**config.mk**
```make
export PLATFORM = sky130hd
export DESIGN_NAME = trng_rct_apt_health_monitor
export DESIGN_NICKNAME = d
export VERILOG_FILES = /design/src/sv/trng_hm_pkg.sv /design/src/sv/trng_hm_core.sv /design/src/sv/trng_rct_apt_health_monitor.sv
export SDC_FILE = /design/constraint.sdc
export NUM_CORES = 1
export LEC_CHECK = 0
export BUFFER_PORTS_ARGS = -buffer_cell sky130_fd_sc_hd__buf_2
export CORE_MARGIN = 3
export CORE_UTILIZATION = 60
export CTS_BUF_LIST = sky130_fd_sc_hd__clkbuf_8 sky130_fd_sc_hd__clkbuf_16
export DETAILED_ROUTE_END_ITERATION = 10
export PLACE_DENSITY_LB_ADDON = 0.15
export SLEW_MARGIN = 10
export SYNTH_ARGS = -nofsm -noshare
export SYNTH_HDL_FRONTEND = slang
export SYNTH_SLANG_ARGS = --single-unit
```
**constraint.sdc**
```tcl
create_clock -name clk -period 9.4 [get_ports clk]
set_input_delay 0 -clock clk [delete_from_list [all_inputs] [get_ports clk]]
set_output_delay 0 -clock clk [all_outputs]
set_load 0.005 [all_outputs]
```
**src/sv/trng_hm_pkg.sv**
```systemverilog
// ----------------------------------------------------------------------------
// trng_hm_pkg
// shared types, register indexes and defaults for the noise health monitor
// ----------------------------------------------------------------------------
package trng_hm_pkg;

  localparam int COUNTER_WIDTH_DEF = 16;
  localparam int TOTAL_WIDTH_DEF   = 48;

  localparam int CFG_W     = 16;
  localparam int CFG_IDX_W = 3;
  localparam int OUT_TOT_W = 48;
  localparam int EVENT_W   = 32;

  typedef logic [CFG_IDX_W-1:0] cfg_idx_t;

  // configuration register indexes
  localparam cfg_idx_t REG_RCT_TRANSIENT = 3'd0;
  localparam cfg_idx_t REG_RCT_PERMANENT = 3'd1;
  localparam cfg_idx_t REG_APT_TRANSIENT = 3'd2;
  localparam cfg_idx_t REG_APT_PERMANENT = 3'd3;
  localparam cfg_idx_t REG_APT_WINDOW    = 3'd4;

  // reset values of the configuration registers
  localparam logic [CFG_W-1:0] RCT_TRANSIENT_RST = 16'd31;
  localparam logic [CFG_W-1:0] RCT_PERMANENT_RST = 16'd61;
  localparam logic [CFG_W-1:0] APT_TRANSIENT_RST = 16'd589;
  localparam logic [CFG_W-1:0] APT_PERMANENT_RST = 16'd625;
  localparam logic [CFG_W-1:0] APT_WINDOW_RST    = 16'd1024;

  // item opcodes
  localparam logic OP_SAMPLE = 1'b0;
  localparam logic OP_REARM  = 1'b1;

  typedef struct packed {
    logic [CFG_W-1:0] rct_transient;
    logic [CFG_W-1:0] rct_permanent;
    logic [CFG_W-1:0] apt_transient;
    logic [CFG_W-1:0] apt_permanent;
    logic [CFG_W-1:0] apt_window;
  } cfg_t;

  typedef struct packed {
    logic                 accepted;
    logic                 failed;
    logic                 dead;
    logic                 healthy;
    logic                 warmed_up;
    logic [OUT_TOT_W-1:0] bit_count;
    logic [OUT_TOT_W-1:0] one_count;
    logic [OUT_TOT_W-1:0] zero_count;
    logic [EVENT_W-1:0]   fail_events;
  } res_t;

endpackage

```
**src/sv/trng_hm_core.sv**
```systemverilog
// ----------------------------------------------------------------------------
// trng_hm_core
// test state and combinational step logic for repetition count and adaptive
// proportion tests
// ----------------------------------------------------------------------------
module trng_hm_core #(
  parameter int COUNTER_WIDTH = trng_hm_pkg::COUNTER_WIDTH_DEF,
  parameter int TOTAL_WIDTH   = trng_hm_pkg::TOTAL_WIDTH_DEF
) (
  input  logic              clk,
  input  logic              rst,
  input  logic              go,
  input  logic              opcode,
  input  logic              sample_bit,
  input  trng_hm_pkg::cfg_t cfg,
  output trng_hm_pkg::res_t res,
  output logic              dead_state
);
  import trng_hm_pkg::*;

  localparam int CMP_W = (COUNTER_WIDTH > CFG_W) ? COUNTER_WIDTH : CFG_W;

  typedef logic [COUNTER_WIDTH-1:0] cnt_t;
  typedef logic [TOTAL_WIDTH-1:0]   tot_t;

  logic               run_value, run_value_next;
  cnt_t               run_length, run_length_next;
  logic               window_reference, window_reference_next;
  cnt_t               window_matches, window_matches_next;
  cnt_t               window_position, window_position_next;
  logic               warmup_flag, warmup_flag_next;
  logic               failed_latch, failed_latch_next;
  logic               dead_latch, dead_latch_next;
  tot_t               bit_total, bit_total_next;
  tot_t               ones_total, ones_total_next;
  tot_t               zeros_total, zeros_total_next;
  logic [EVENT_W-1:0] event_count, event_count_next;
  logic               acc;

  function automatic cnt_t sat_inc(input cnt_t v);
    return (v == '1) ? v : v + 1'b1;
  endfunction

  function automatic logic reaches(input cnt_t v, input logic [CFG_W-1:0] cut);
    return CMP_W'(v) >= CMP_W'(cut);
  endfunction

  always_comb begin
    logic live;
    logic fail_set;
    live                  = 1'b1;
    fail_set              = 1'b0;
    acc                   = 1'b1;
    run_value_next        = run_value;
    run_length_next       = run_length;
    window_reference_next = window_reference;
    window_matches_next   = window_matches;
    window_position_next  = window_position;
    warmup_flag_next      = warmup_flag;
    failed_latch_next     = failed_latch;
    dead_latch_next       = dead_latch;
    bit_total_next        = bit_total;
    ones_total_next       = ones_total;
    zeros_total_next      = zeros_total;
    event_count_next      = event_count;

    if (opcode == OP_REARM) begin
      acc = !dead_latch;
      if (!dead_latch) begin
        run_value_next        = 1'b0;
        run_length_next       = '0;
        window_reference_next = 1'b0;
        window_matches_next   = '0;
        window_position_next  = '0;
        warmup_flag_next      = 1'b0;
        failed_latch_next     = 1'b0;
      end
    end else if (dead_latch) begin
      acc = 1'b0;
    end else begin
      bit_total_next = bit_total + 1'b1;
      if (sample_bit) begin
        ones_total_next = ones_total + 1'b1;
      end else begin
        zeros_total_next = zeros_total + 1'b1;
      end

      // repetition count test
      if (run_length == '0 || sample_bit != run_value) begin
        run_value_next  = sample_bit;
        run_length_next = cnt_t'(1);
      end else begin
        run_length_next = sat_inc(run_length);
        if (reaches(run_length_next, cfg.rct_permanent)) begin
          dead_latch_next = 1'b1;
          live            = 1'b0;
        end else if (reaches(run_length_next, cfg.rct_transient)) begin
          fail_set = 1'b1;
        end
      end

      // adaptive proportion test, skipped after a permanent trip
      if (live) begin
        if (window_position == '0) begin
          window_reference_next = sample_bit;
          window_matches_next   = cnt_t'(1);
        end else if (sample_bit == window_reference) begin
          window_matches_next = sat_inc(window_matches);
          if (reaches(window_matches_next, cfg.apt_permanent)) begin
            dead_latch_next = 1'b1;
            live            = 1'b0;
          end else if (reaches(window_matches_next, cfg.apt_transient)) begin
            fail_set = 1'b1;
          end
        end
      end

      // one transient event per latch, even if both tests trip at once
      if (fail_set && !failed_latch) begin
        failed_latch_next = 1'b1;
        event_count_next  = event_count + 1'b1;
      end

      if (live) begin
        window_position_next = sat_inc(window_position);
        if (reaches(window_position_next, cfg.apt_window)) begin
          window_position_next = '0;
          if (!failed_latch_next) begin
            warmup_flag_next = 1'b1;
          end
        end
      end

      acc = live;
    end
  end

  always_ff @(posedge clk) begin
    if (rst) begin
      run_value        <= 1'b0;
      run_length       <= '0;
      window_reference <= 1'b0;
      window_matches   <= '0;
      window_position  <= '0;
      warmup_flag      <= 1'b0;
      failed_latch     <= 1'b0;
      dead_latch       <= 1'b0;
      bit_total        <= '0;
      ones_total       <= '0;
      zeros_total      <= '0;
      event_count      <= '0;
    end else if (go) begin
      run_value        <= run_value_next;
      run_length       <= run_length_next;
      window_reference <= window_reference_next;
      window_matches   <= window_matches_next;
      window_position  <= window_position_next;
      warmup_flag      <= warmup_flag_next;
      failed_latch     <= failed_latch_next;
      dead_latch       <= dead_latch_next;
      bit_total        <= bit_total_next;
      ones_total       <= ones_total_next;
      zeros_total      <= zeros_total_next;
      event_count      <= event_count_next;
    end
  end

  always_comb begin
    res.accepted    = acc;
    res.failed      = failed_latch_next;
    res.dead        = dead_latch_next;
    res.healthy     = warmup_flag_next && !failed_latch_next && !dead_latch_next;
    res.warmed_up   = warmup_flag_next;
    res.bit_count   = OUT_TOT_W'(bit_total_next);
    res.one_count   = OUT_TOT_W'(ones_total_next);
    res.zero_count  = OUT_TOT_W'(zeros_total_next);
    res.fail_events = event_count_next;
  end

  assign dead_state = dead_latch;

endmodule

```
**src/sv/trng_rct_apt_health_monitor.sv**
```systemverilog
// ----------------------------------------------------------------------------
// trng_rct_apt_health_monitor
// repetition count and adaptive proportion health tests on a raw noise bit
// stream, with transient and permanent cutoffs and running totals
// ----------------------------------------------------------------------------
//
//  channel   handshake                    payload
//  -------   ---------------------------  --------------------------------------
//  item      item_valid / item_stall      opcode, sample_bit
//  result    result_valid / result_stall  accepted, failed, dead, healthy,
//                                         warmed_up, bit_count, one_count,
//                                         zero_count, fail_events
//  config    cfg_valid / cfg_ready        cfg_index, cfg_data
//
//  one item per cycle sustained while result_stall is low; an accepted item
//  passes the input register, then step logic into the result register
//  the step logic is a single increment and its cutoff compares per counter, so the test
//  state feeds back into the very next item without a bubble
//  rst is synchronous: clears all test state and totals, loads default cutoffs
//  result_stall holds the result register, which in turn holds the input
//  register; item_stall rises only when both are full and the result is stalled
//  cfg_ready is always high; the user, not the block, sees that registers are written only while idle
// ----------------------------------------------------------------------------
module trng_rct_apt_health_monitor #(
  parameter int COUNTER_WIDTH = trng_hm_pkg::COUNTER_WIDTH_DEF,
  parameter int TOTAL_WIDTH   = trng_hm_pkg::TOTAL_WIDTH_DEF
) (
  input  logic                                   clk,
  input  logic                                   rst,
  // item channel
  input  logic                                   item_valid,
  output logic                                   item_stall,
  input  logic                                   opcode,
  input  logic                                   sample_bit,
  // result channel
  output logic                                   result_valid,
  input  logic                                   result_stall,
  output logic                                   accepted,
  output logic                                   failed,
  output logic                                   dead,
  output logic                                   healthy,
  output logic                                   warmed_up,
  output logic [trng_hm_pkg::OUT_TOT_W-1:0]      bit_count,
  output logic [trng_hm_pkg::OUT_TOT_W-1:0]      one_count,
  output logic [trng_hm_pkg::OUT_TOT_W-1:0]      zero_count,
  output logic [trng_hm_pkg::EVENT_W-1:0]        fail_events,
  // configuration write channel
  input  logic                                   cfg_valid,
  output logic                                   cfg_ready,
  input  trng_hm_pkg::cfg_idx_t                  cfg_index,
  input  logic [trng_hm_pkg::CFG_W-1:0]          cfg_data
);
  import trng_hm_pkg::*;

  cfg_t cfg;
  logic in_full;     // input register holds an item
  logic in_opcode;
  logic in_bit;
  logic res_full;    // result register holds a result
  res_t res;
  res_t step_res;
  logic advance;     // result register can take a new value
  logic go;          // step the tests this cycle
  logic dead_state;

  // configuration registers, never busy
  assign cfg_ready = 1'b1;

  always_ff @(posedge clk) begin
    if (rst) begin
      cfg.rct_transient <= RCT_TRANSIENT_RST;
      cfg.rct_permanent <= RCT_PERMANENT_RST;
      cfg.apt_transient <= APT_TRANSIENT_RST;
      cfg.apt_permanent <= APT_PERMANENT_RST;
      cfg.apt_window    <= APT_WINDOW_RST;
    end else if (cfg_valid && cfg_ready) begin
      unique case (cfg_index)
        REG_RCT_TRANSIENT: cfg.rct_transient <= cfg_data;
        REG_RCT_PERMANENT: cfg.rct_permanent <= cfg_data;
        REG_APT_TRANSIENT: cfg.apt_transient <= cfg_data;
        REG_APT_PERMANENT: cfg.apt_permanent <= cfg_data;
        REG_APT_WINDOW:    cfg.apt_window    <= cfg_data;
        default: ;  // unknown index, write dropped
      endcase
    end
  end

  // two-register pipe: input register, then result register
  assign advance    = !res_full || !result_stall;
  assign go         = in_full && advance;
  assign item_stall = in_full && !advance;

  always_ff @(posedge clk) begin
    if (rst) begin
      in_full <= 1'b0;
    end else if (!item_stall) begin
      in_full <= item_valid;
    end
  end

  always_ff @(posedge clk) begin
    if (item_valid && !item_stall) begin
      in_opcode <= opcode;
      in_bit    <= sample_bit;
    end
  end

  // test state and step logic
  trng_hm_core #(
    .COUNTER_WIDTH (COUNTER_WIDTH),
    .TOTAL_WIDTH   (TOTAL_WIDTH)
  ) u_core (
    .clk        (clk),
    .rst        (rst),
    .go         (go),
    .opcode     (in_opcode),
    .sample_bit (in_bit),
    .cfg        (cfg),
    .res        (step_res),
    .dead_state (dead_state)
  );

  always_ff @(posedge clk) begin
    if (rst) begin
      res_full <= 1'b0;
    end else if (advance) begin
      res_full <= in_full;
    end
  end

  always_ff @(posedge clk) begin
    if (go) begin
      res <= step_res;
    end
  end

  assign result_valid = res_full;
  assign accepted     = res.accepted;
  assign failed       = res.failed;
  assign dead         = res.dead;
  assign healthy      = res.healthy;
  assign warmed_up    = res.warmed_up;
  assign bit_count    = res.bit_count;
  assign one_count    = res.one_count;
  assign zero_count   = res.zero_count;
  assign fail_events  = res.fail_events;

  // dead never clears outside reset
  a_dead_sticky : assert property (@(posedge clk) disable iff (rst)
    dead_state |=> dead_state)
    else $error("dead latch cleared without reset");

  // any item stepped while dead yields an unaccepted, dead result
  a_dead_rejects : assert property (@(posedge clk) disable iff (rst)
    go && dead_state |=> res_full && !res.accepted && res.dead)
    else $error("item accepted while dead");

  // a held input item keeps its payload until the step consumes it
  a_in_hold : assert property (@(posedge clk) disable iff (rst)
    in_full && !advance |=> in_full && $stable(in_opcode) && $stable(in_bit))
    else $error("input register lost a waiting item");

endmodule

```
==> results of run 1 <==
state kept, by name (all words and copies together) (netlist names), 16 cells and up:
| name | flops |
|---|---|
| cfg | 80 |
| u_core.run_length | 16 |
| u_core.zeros_total | 48 |
| u_core.ones_total | 48 |
| u_core.window_matches | 16 |
| bit_count | 48 |
| u_core.window_position | 16 |
| zero_count | 48 |
| fail_events | 32 |
| one_count | 48 |
| u_core.bit_total | 48 |
| u_core.event_count | 32 |
final timing paths:
| check | startpoint | endpoint | slack (ns) | cells after the start |
|---|---|---|---|---|
| worst max-delay path | u_core.window_matches[4] | fail_events[1] | 4.01 | 14 |
| worst min-delay path | rst | u_core.ones_total[19] | 0.04 | 2 |
| worst max register to register | u_core.window_matches[4] | fail_events[1] | 4.01 | 14 |
| worst min register to register | cfg[19] | cfg[19] | 0.45 | 2 |
through the flow:
step           worst slack [ns]  instances  cell area, sq um  power (mW)
6_report                   4.01       3378             27700        4.51
5_1_grt                    3.63       3378             27700        4.65
4_1_cts                    4.07       3378             27700        4.55
3_5_place_dp               4.10       3261             25800        2.52
3_3_place_gp               4.17       3261             25800        2.52
2_1_floorplan              2.60       2646             24500        2.44
cell families after synthesis:
| family | share of synthesized area (%) |
|---|---|
| and+or+nand+nor | 22.3 |
| DFF | 47.9 |
| AOI/OAI and AO/OA | 9.55 |
| xor gates and xnor gates | 11.4 |
| buffers and inverters | 3.83 |
| adders and majority gates | 4.55 |
| muxes | 0.414 |
| other | 0.0153 |
placed cells by master (no fill, tap or decap), drive strengths merged, types with 15 or more instances in the layout:
cell | netlist | final
a31oi | 17 | 17
xnor2 | 180 | 180
nor2 | 269 | 269
inv | 112 | 121
edfxtp | 183 | 183
clkbuf | 106 | 61
o21ai | 77 | 77
a21oi | 167 | 167
and2 | 22 | 22
dfxtp | 311 | 311
xor2 | 138 | 138
nand2 | 345 | 345
nor3 | 47 | 47
nor4 | 26 | 26
ha | 89 | 89
or4 | 32 | 32
a22o | 15 | 15
nand3 | 127 | 127
clkinv | 1 | 19
and4 | 22 | 22
nand4 | 81 | 81
buf | 25 | 220
o31ai | 26 | 26
dlygate4sd3 | 0 | 22
nand3b | 15 | 15
o211ai | 21 | 21
and3 | 46 | 46
or3 | 26 | 26
synth_stat cells (4+ instances only):
cell type	n	area [sq um]
nor3_2	4	40.0
ha_1	89	1110
a311oi_1	8	70.1
a31oi_1	16	100
a21oi_1	167	836
nor3_1	42	210
nand3b_1	15	113
and2_1	21	131
or3_1	26	163
nand2_1	345	1290
a211oi_1	10	75.1
and3_1	46	288
nand3_1	124	621
dfxtp_1	311	6230
nor4b_1	4	35.0
mux2_2	9	101
o211ai_1	21	158
nor2_1	267	1000
nor2b_1	11	68.8
and4_1	21	184
nor4_1	21	131
clkbuf_1	106	398
nand2b_1	6	37.5
xor2_1	138	1210
nand4_1	79	494
o31ai_1	26	195
o21a_1	9	67.6
nand4b_1	4	35.0
inv_1	111	417
o21ai_0	74	370
buf_2	13	65.1
or2_2	11	68.8
a31o_2	6	52.6
edfxtp_1	183	5500
a22o_1	15	131
xnor2_1	180	1580
buf_1	11	41.3
nor4_2	4	50.1
or4_1	29	218
report_power, final:
part / leakage [nW] / internal (mW) / switching, mW / total, mW
combinational: 5.15 / 0.0628 / 0.134 / 0.196
sequential: 4.13 / 2.26 / 0.0236 / 2.29
clock: 0.874 / 1.18 / 0.846 / 2.03
per-layer routing:
| layer | GRT usage (%) | up-vias |
|---|---|---|
| met5 | 0 | - |
| met4 | 8.72 | 0 |
| met3 | 3.45 | 107 |
| met2 | 43.6 | 599 |
| met1 | 36.0 | 9416 |
| li1 | - | 9596 |
final cells by class:
class,instances,area (sq um)
multi-input cells,1908,11800
flip-flops and latches,494,11700
clock inverters,35,299
fillers,3106,12300
well taps,525,657
repair buffers,243,1370
clock buffers,60,1410
inverters,113,432
timing repair:
| action | CTS | global route |
|---|---|---|
| setup endpoints to repair | 0 | 0 |
| hold buffers | 22 | 0 |
| endpoints found under the hold margin | 86 | 0 |
==> metrics.txt, run 1 <==
# TYPE chip_impl_metric gauge
chip_impl_metric{name="worst-slew-pin-transition",unit="ns"} 1.18
chip_impl_metric{name="ys_async_sr_fraction",unit="%"} 0
chip_impl_metric{name="die_area",unit="sq um"} 43200
chip_impl_info{name="critical_path.cell_chain",value="and4_1 > and4_1 > nand4_1 > nand2_1 > nor2_1 > xor2_1 > ha_1 > a21oi_1 > a211oi_1 > a2111oi_0 > o21a_1 > a31o_2 > nand2_1 > mux2_2"} 1
chip_impl_metric{name="clk-insertion-delay-late",unit="ns"} 0.60
chip_impl_info{name="tritoncts",value="built"} 1
chip_impl_metric{name="fp.coreArea",unit="sq um"} 40000
chip_impl_info{name="crit_slowest_cell",value="a2111oi_0"} 1
chip_impl_metric{name="total_number_of_vias",unit=""} 19718
chip_impl_metric{name="wl_met3",unit="um"} 3280
chip_impl_metric{name="period_needed",unit="ns"} 5.39
chip_impl_metric{name="cp.arrival",unit="ns"} 5.72
chip_impl_metric{name="syn_area",unit="sq um"} 24500
chip_impl_metric{name="power_density",unit="nW/um^2"} 163
chip_impl_metric{name="ioPinCount",unit=""} 210
chip_impl_metric{name="cap_violations",unit=""} 0
chip_impl_metric{name="post_drt_via_cell_ratio",unit=""} 5.84
chip_impl_metric{name="placementRows",unit=""} 73
chip_impl_metric{name="maxClockFrequency",unit="MHz"} 186
chip_impl_metric{name="antenna-diode-count",unit=""} 0
chip_impl_metric{name="synthesis.nets",unit=""} 2761
chip_impl_metric{name="post-dp-hpwl",unit="um"} 40200
chip_impl_metric{name="place.gp.congestion",unit=""} 0.893
chip_impl_metric{name="netlist_instances",unit=""} 2646
chip_impl_metric{name="timing.clock.skew",unit="ns"} 0.0212
chip_impl_metric{name="met2WireLength",unit="um"} 27600
chip_impl_metric{name="post-cts-setup-buffers",unit=""} 0
chip_impl_metric{name="final.period_utilization",unit="%"} 57.3
chip_impl_metric{name="start_util",unit="%"} 61.1
chip_impl_metric{name="antenna_found_initial",unit=""} 0
chip_impl_info{name="hp-class",value="in2reg"} 1
chip_impl_metric{name="postRouteAntennaNets",unit=""} 0
chip_impl_metric{name="critical_path_peak_fanout",unit=""} 40
chip_impl_metric{name="grt_start_max_net_pins",unit=""} 103
chip_impl_metric{name="setup_total_negative_slack",unit="ns"} 0
chip_impl_metric{name="crit_path_max_incr_delay",unit="ns"} 0.88
chip_impl_metric{name="synth-seq-cells",unit=""} 494
chip_impl_metric{name="drt-initial-drc-count",unit=""} 1493
chip_impl_metric{name="total_buffers_and_inverters_traversed_by_the_critical_path",unit=""} 0
chip_impl_metric{name="hold_violations",unit=""} 0
chip_impl_metric{name="share_of_final_layout_standard_cells_stronger_than_drive_strength_1",unit="%"} 12.7
chip_impl_info{name="run_status",value="finished, final reports clean"} 1
chip_impl_metric{name="die_h",unit="um"} 208
chip_impl_metric{name="grt_first_pass_wirelength",unit="um"} 95300
chip_impl_metric{name="yosysWarningCount",unit=""} 0
chip_impl_metric{name="report.final.setup_viol",unit=""} 0
chip_impl_info{name="cp-end-kind",value="flop"} 1
chip_impl_metric{name="leakage",unit="nW"} 10.2
chip_impl_info{name="start_kind",value="flop"} 1
chip_impl_metric{name="via_count_of_the_first_global_routing_pass",unit=""} 18989
chip_impl_metric{name="routed_wire_length_per_instance",unit="um"} 17.3
chip_impl_metric{name="clkTransAtPathRegs",unit="ns"} 0.06
chip_impl_metric{name="synth_cell_types",unit=""} 79
chip_impl_info{name="rsz_0062_raised_after_global_routing",value="false"} 1
chip_impl_metric{name="cts_num_sinks",unit=""} 494
chip_impl_metric{name="final_max_slew_viol_count",unit=""} 0
chip_impl_metric{name="layout.nets",unit=""} 2926
chip_impl_metric{name="firstDrtPassIters",unit=""} 5
chip_impl_metric{name="route.final.wire_length",unit="um"} 58400
chip_impl_metric{name="groute.usage.overall",unit="%"} 26.3
chip_impl_metric{name="area.growth.synth_to_final",unit="%"} 13.3
chip_impl_metric{name="ctsResizeCount",unit=""} 0
chip_impl_info{name="clock_tree.root_cell",value="clkbuf_16"} 1
chip_impl_metric{name="cts_buffers",unit=""} 51
chip_impl_info{name="cpLargestDelayFamily",value="compound AO/OA/AOI/OAI gates"} 1
chip_impl_metric{name="fin_util",unit="%"} 69.3
chip_impl_metric{name="synth-edff-count",unit=""} 183
chip_impl_metric{name="io_buffers",unit=""} 208
chip_impl_info{name="timing_worst_setup_path_type",value="reg2reg"} 1
chip_impl_metric{name="worst_ir_drop_vdd",unit="mV"} 0.138
chip_impl_metric{name="worst_max_slew_margin_expressed_relative_to_the_limit",unit="%"} 20.8
chip_impl_metric{name="post_synth.cell_area_avg",unit="sq um"} 9.24
chip_impl_metric{name="synth.yosys.seq_area_share",unit="%"} 47.9
chip_impl_metric{name="max_buffers_root_to_sink",unit=""} 3
chip_impl_metric{name="grt_remaining_overflow",unit=""} 0
chip_impl_info{name="route.top_layer_used",value="met4"} 1
chip_impl_metric{name="detail_route.wirelength.met1",unit="um"} 25900
chip_impl_metric{name="post-route-drc-count",unit=""} 0
chip_impl_metric{name="required_time_worst_endpoint",unit="ns"} 9.73
chip_impl_metric{name="cts-htree-levels",unit=""} 2
chip_impl_info{name="yosys_most_used_dff",value="dfxtp_1"} 1
chip_impl_metric{name="final.hold.worst_slack",unit="ns"} 0.0351
chip_impl_metric{name="die_width",unit="um"} 208
Note: power is estimated with default switching activity, not from simulation.
==> run 2, diff against run 1 <==
Clock period 9.4 ns to 5.1 ns, I/O delays scaled along.
==> metrics.txt, run 2 (synthesized netlist as in run 1, its figures left out) <==
# TYPE chip_impl_metric gauge
chip_impl_metric{name="worst_max_slew_margin_expressed_relative_to_the_limit",unit="%"} 36.1
chip_impl_metric{name="die_width",unit="um"} 208
chip_impl_metric{name="start_util",unit="%"} 61.1
chip_impl_info{name="rsz_0062_raised_after_global_routing",value="false"} 1
chip_impl_metric{name="report.final.setup_viol",unit=""} 0
chip_impl_metric{name="final_max_slew_viol_count",unit=""} 0
chip_impl_metric{name="clk-insertion-delay-late",unit="ns"} 0.59
chip_impl_metric{name="power_density",unit="nW/um^2"} 297
chip_impl_metric{name="total_buffers_and_inverters_traversed_by_the_critical_path",unit=""} 1
chip_impl_metric{name="period_needed",unit="ns"} 4.65
chip_impl_metric{name="cp.arrival",unit="ns"} 5.16
chip_impl_metric{name="dp_worst_setup_slack",unit="ns"} 0.441
chip_impl_metric{name="placementRows",unit=""} 73
chip_impl_metric{name="layout.nets",unit=""} 2941
chip_impl_metric{name="cts-htree-levels",unit=""} 2
chip_impl_metric{name="fin_area",unit="sq um"} 27800
chip_impl_metric{name="io_buffers",unit=""} 208
chip_impl_metric{name="cap_violations",unit=""} 0
chip_impl_info{name="layout_commonest_cell",value="nand2_1"} 1
chip_impl_metric{name="postRouteAntennaNets",unit=""} 0
chip_impl_info{name="start_kind",value="flop"} 1
chip_impl_info{name="crit_slowest_cell",value="a31oi_1"} 1
chip_impl_metric{name="layoutNonFillerInstCount",unit=""} 3394
chip_impl_metric{name="grt_remaining_overflow",unit=""} 0
chip_impl_metric{name="route.final.wire_length",unit="um"} 59500
chip_impl_info{name="cp-end-kind",value="flop"} 1
chip_impl_metric{name="ioPinCount",unit=""} 210
chip_impl_metric{name="groute.usage.overall",unit="%"} 27.0
chip_impl_metric{name="placed_area",unit="sq um"} 25900
chip_impl_metric{name="grt_start_max_net_pins",unit=""} 119
chip_impl_metric{name="fp.coreArea",unit="sq um"} 40000
chip_impl_metric{name="reg2reg_setup_slack",unit="ns"} 0.45
chip_impl_metric{name="place.gp.congestion",unit=""} 0.922
chip_impl_metric{name="final.hold.worst_slack",unit="ns"} 0.0617
chip_impl_metric{name="critical_path_peak_fanout",unit=""} 55
chip_impl_metric{name="max_buffers_root_to_sink",unit=""} 3
chip_impl_metric{name="total_number_of_vias",unit=""} 19854
chip_impl_metric{name="timing.clock.skew",unit="ns"} 0.0133
chip_impl_info{name="cpLargestDelayFamily",value="simple AND/OR/NAND/NOR gates"} 1
chip_impl_metric{name="antenna_found_initial",unit=""} 0
chip_impl_info{name="layout_common_cells",value="nand2_1 (344), dfxtp_1 (311), nor2_1 (267), buf_2 (207), edfxtp_1 (183)"} 1
chip_impl_metric{name="worst-slew-pin-transition",unit="ns"} 0.958
chip_impl_metric{name="fillers",unit=""} 3096
chip_impl_metric{name="antenna-diode-count",unit=""} 0
chip_impl_metric{name="cts_buffers",unit=""} 52
chip_impl_metric{name="placed_cells",unit=""} 3272
chip_impl_metric{name="firstDrtPassIters",unit=""} 5
chip_impl_metric{name="crit_path_max_incr_delay",unit="ns"} 0.54
chip_impl_metric{name="leakage",unit="nW"} 10.2
chip_impl_metric{name="via_count_of_the_first_global_routing_pass",unit=""} 19244
chip_impl_metric{name="post_drt_via_cell_ratio",unit=""} 5.85
chip_impl_metric{name="hold_violations",unit=""} 0
chip_impl_metric{name="share_of_final_layout_standard_cells_stronger_than_drive_strength_1",unit="%"} 13.0
chip_impl_info{name="run_status",value="finished, final reports clean"} 1
chip_impl_metric{name="finalWorstSetupSlack",unit="ns"} 0.448
chip_impl_metric{name="cts_num_sinks",unit=""} 494
chip_impl_info{name="clock_tree.root_cell",value="clkbuf_16"} 1
chip_impl_metric{name="die_area",unit="sq um"} 43200
chip_impl_metric{name="grt_first_pass_wirelength",unit="um"} 98100
chip_impl_metric{name="routed_wire_length_per_instance",unit="um"} 17.5
chip_impl_metric{name="required_time_worst_endpoint",unit="ns"} 5.61
chip_impl_metric{name="worst_ir_drop_vdd",unit="mV"} 0.226
chip_impl_metric{name="clkTransAtPathRegs",unit="ns"} 0.06
chip_impl_info{name="critical_path.cell_chain",value="and4_1 > nand4_1 > nor2_1 > nand4_1 > nor2_1 > mux2_2 > ha_1 > nand2_1 > nor4_1 > o311ai_1 > a31oi_1 > a31oi_4 > buf_12 > or4_1 > a21oi_1"} 1
chip_impl_metric{name="post-route-drc-count",unit=""} 0
chip_impl_metric{name="fin_util",unit="%"} 69.6
chip_impl_metric{name="post-dp-hpwl",unit="um"} 40700
chip_impl_metric{name="number_of_flip_flops_under_the_largest_register_name",unit=""} 80
chip_impl_metric{name="fin_total_pwr",unit="mW"} 8.28
chip_impl_info{name="tritoncts",value="built"} 1
chip_impl_metric{name="setup_total_negative_slack",unit="ns"} 0
chip_impl_metric{name="maxClockFrequency",unit="MHz"} 215
chip_impl_info{name="timing_worst_setup_path_type",value="reg2reg"} 1
chip_impl_info{name="hp-class",value="in2reg"} 1
chip_impl_metric{name="die_h",unit="um"} 208
chip_impl_info{name="top_register",value="cfg"} 1
chip_impl_metric{name="area.growth.synth_to_final",unit="%"} 13.8
chip_impl_metric{name="final.period_utilization",unit="%"} 91.2
chip_impl_metric{name="drt-initial-drc-count",unit=""} 1489
==> run 2: changes by cell type in the layout (fill, tap and decap cells not counted), moves of 2 or more <==
cell / delta
buf_4: +9
clkbuf_8: -3
buf_12: +4
clkinv_8: -2
inv_1: +5
==> run 2: what timing repair did <==
item                                    CTS  global route
hold buffers                             23             0
buffers inserted                          0             2
endpoints found under the hold margin    86             0
endpoints found under the setup margin    0            29
gates resized for setup                   0             1
==> run 2: report_power, final <==
group	internal, mW	switching, mW
logic	0.119	0.245
clock network	2.11	1.58
registers	4.17	0.0451
==> run 2: path summary, 6_finish.rpt <==
path         cells after the start                     end                  from
min                              2   u_core.ones_total[16]                   rst
min reg2reg                      2                  cfg[8]                cfg[8]
max                             15  u_core.event_count[12]  u_core.run_length[4]
max reg2reg                     15  u_core.event_count[12]  u_core.run_length[4]
==> run 2: routing by layer <==
layer | vias up | GRT usage, % | part of all wire (%)
li1 | 9642 | - | -
met4 | 0 | 8.74 | 3.2
met5 | - | 0 | 0
met2 | 621 | 44.1 | 47
met1 | 9456 | 37.0 | 44
met3 | 135 | 4.37 | 6.0
==> run 2: cell type report <==
| cell class | count | area (sq um) | area share, % |
|---|---|---|---|
| clock buffers | 58 | 1400 | 5.01 |
| clock inverters | 39 | 275 | 0.989 |
| inverters | 113 | 432 | 1.55 |
| multi-input cells | 1908 | 11800 | 42.5 |
| flip-flops and latches | 494 | 11700 | 42.1 |
| well taps | 525 | 657 | 2.36 |
| repair buffers | 257 | 1530 | 5.48 |
==> run 2: worst register-to-register path, cell delays in order (launching register included) <==
cell and delay (ns):
dfxtp_1 0.47, and4_1 0.32, nand4_1 0.28, nor2_1 0.19
nand4_1 0.18, nor2_1 0.14, mux2_2 0.40, ha_1 0.31
nand2_1 0.09, nor4_1 0.44, o311ai_1 0.21, a31oi_1 0.54
a31oi_4 0.07, buf_12 0.20, or4_1 0.55, a21oi_1 0.17
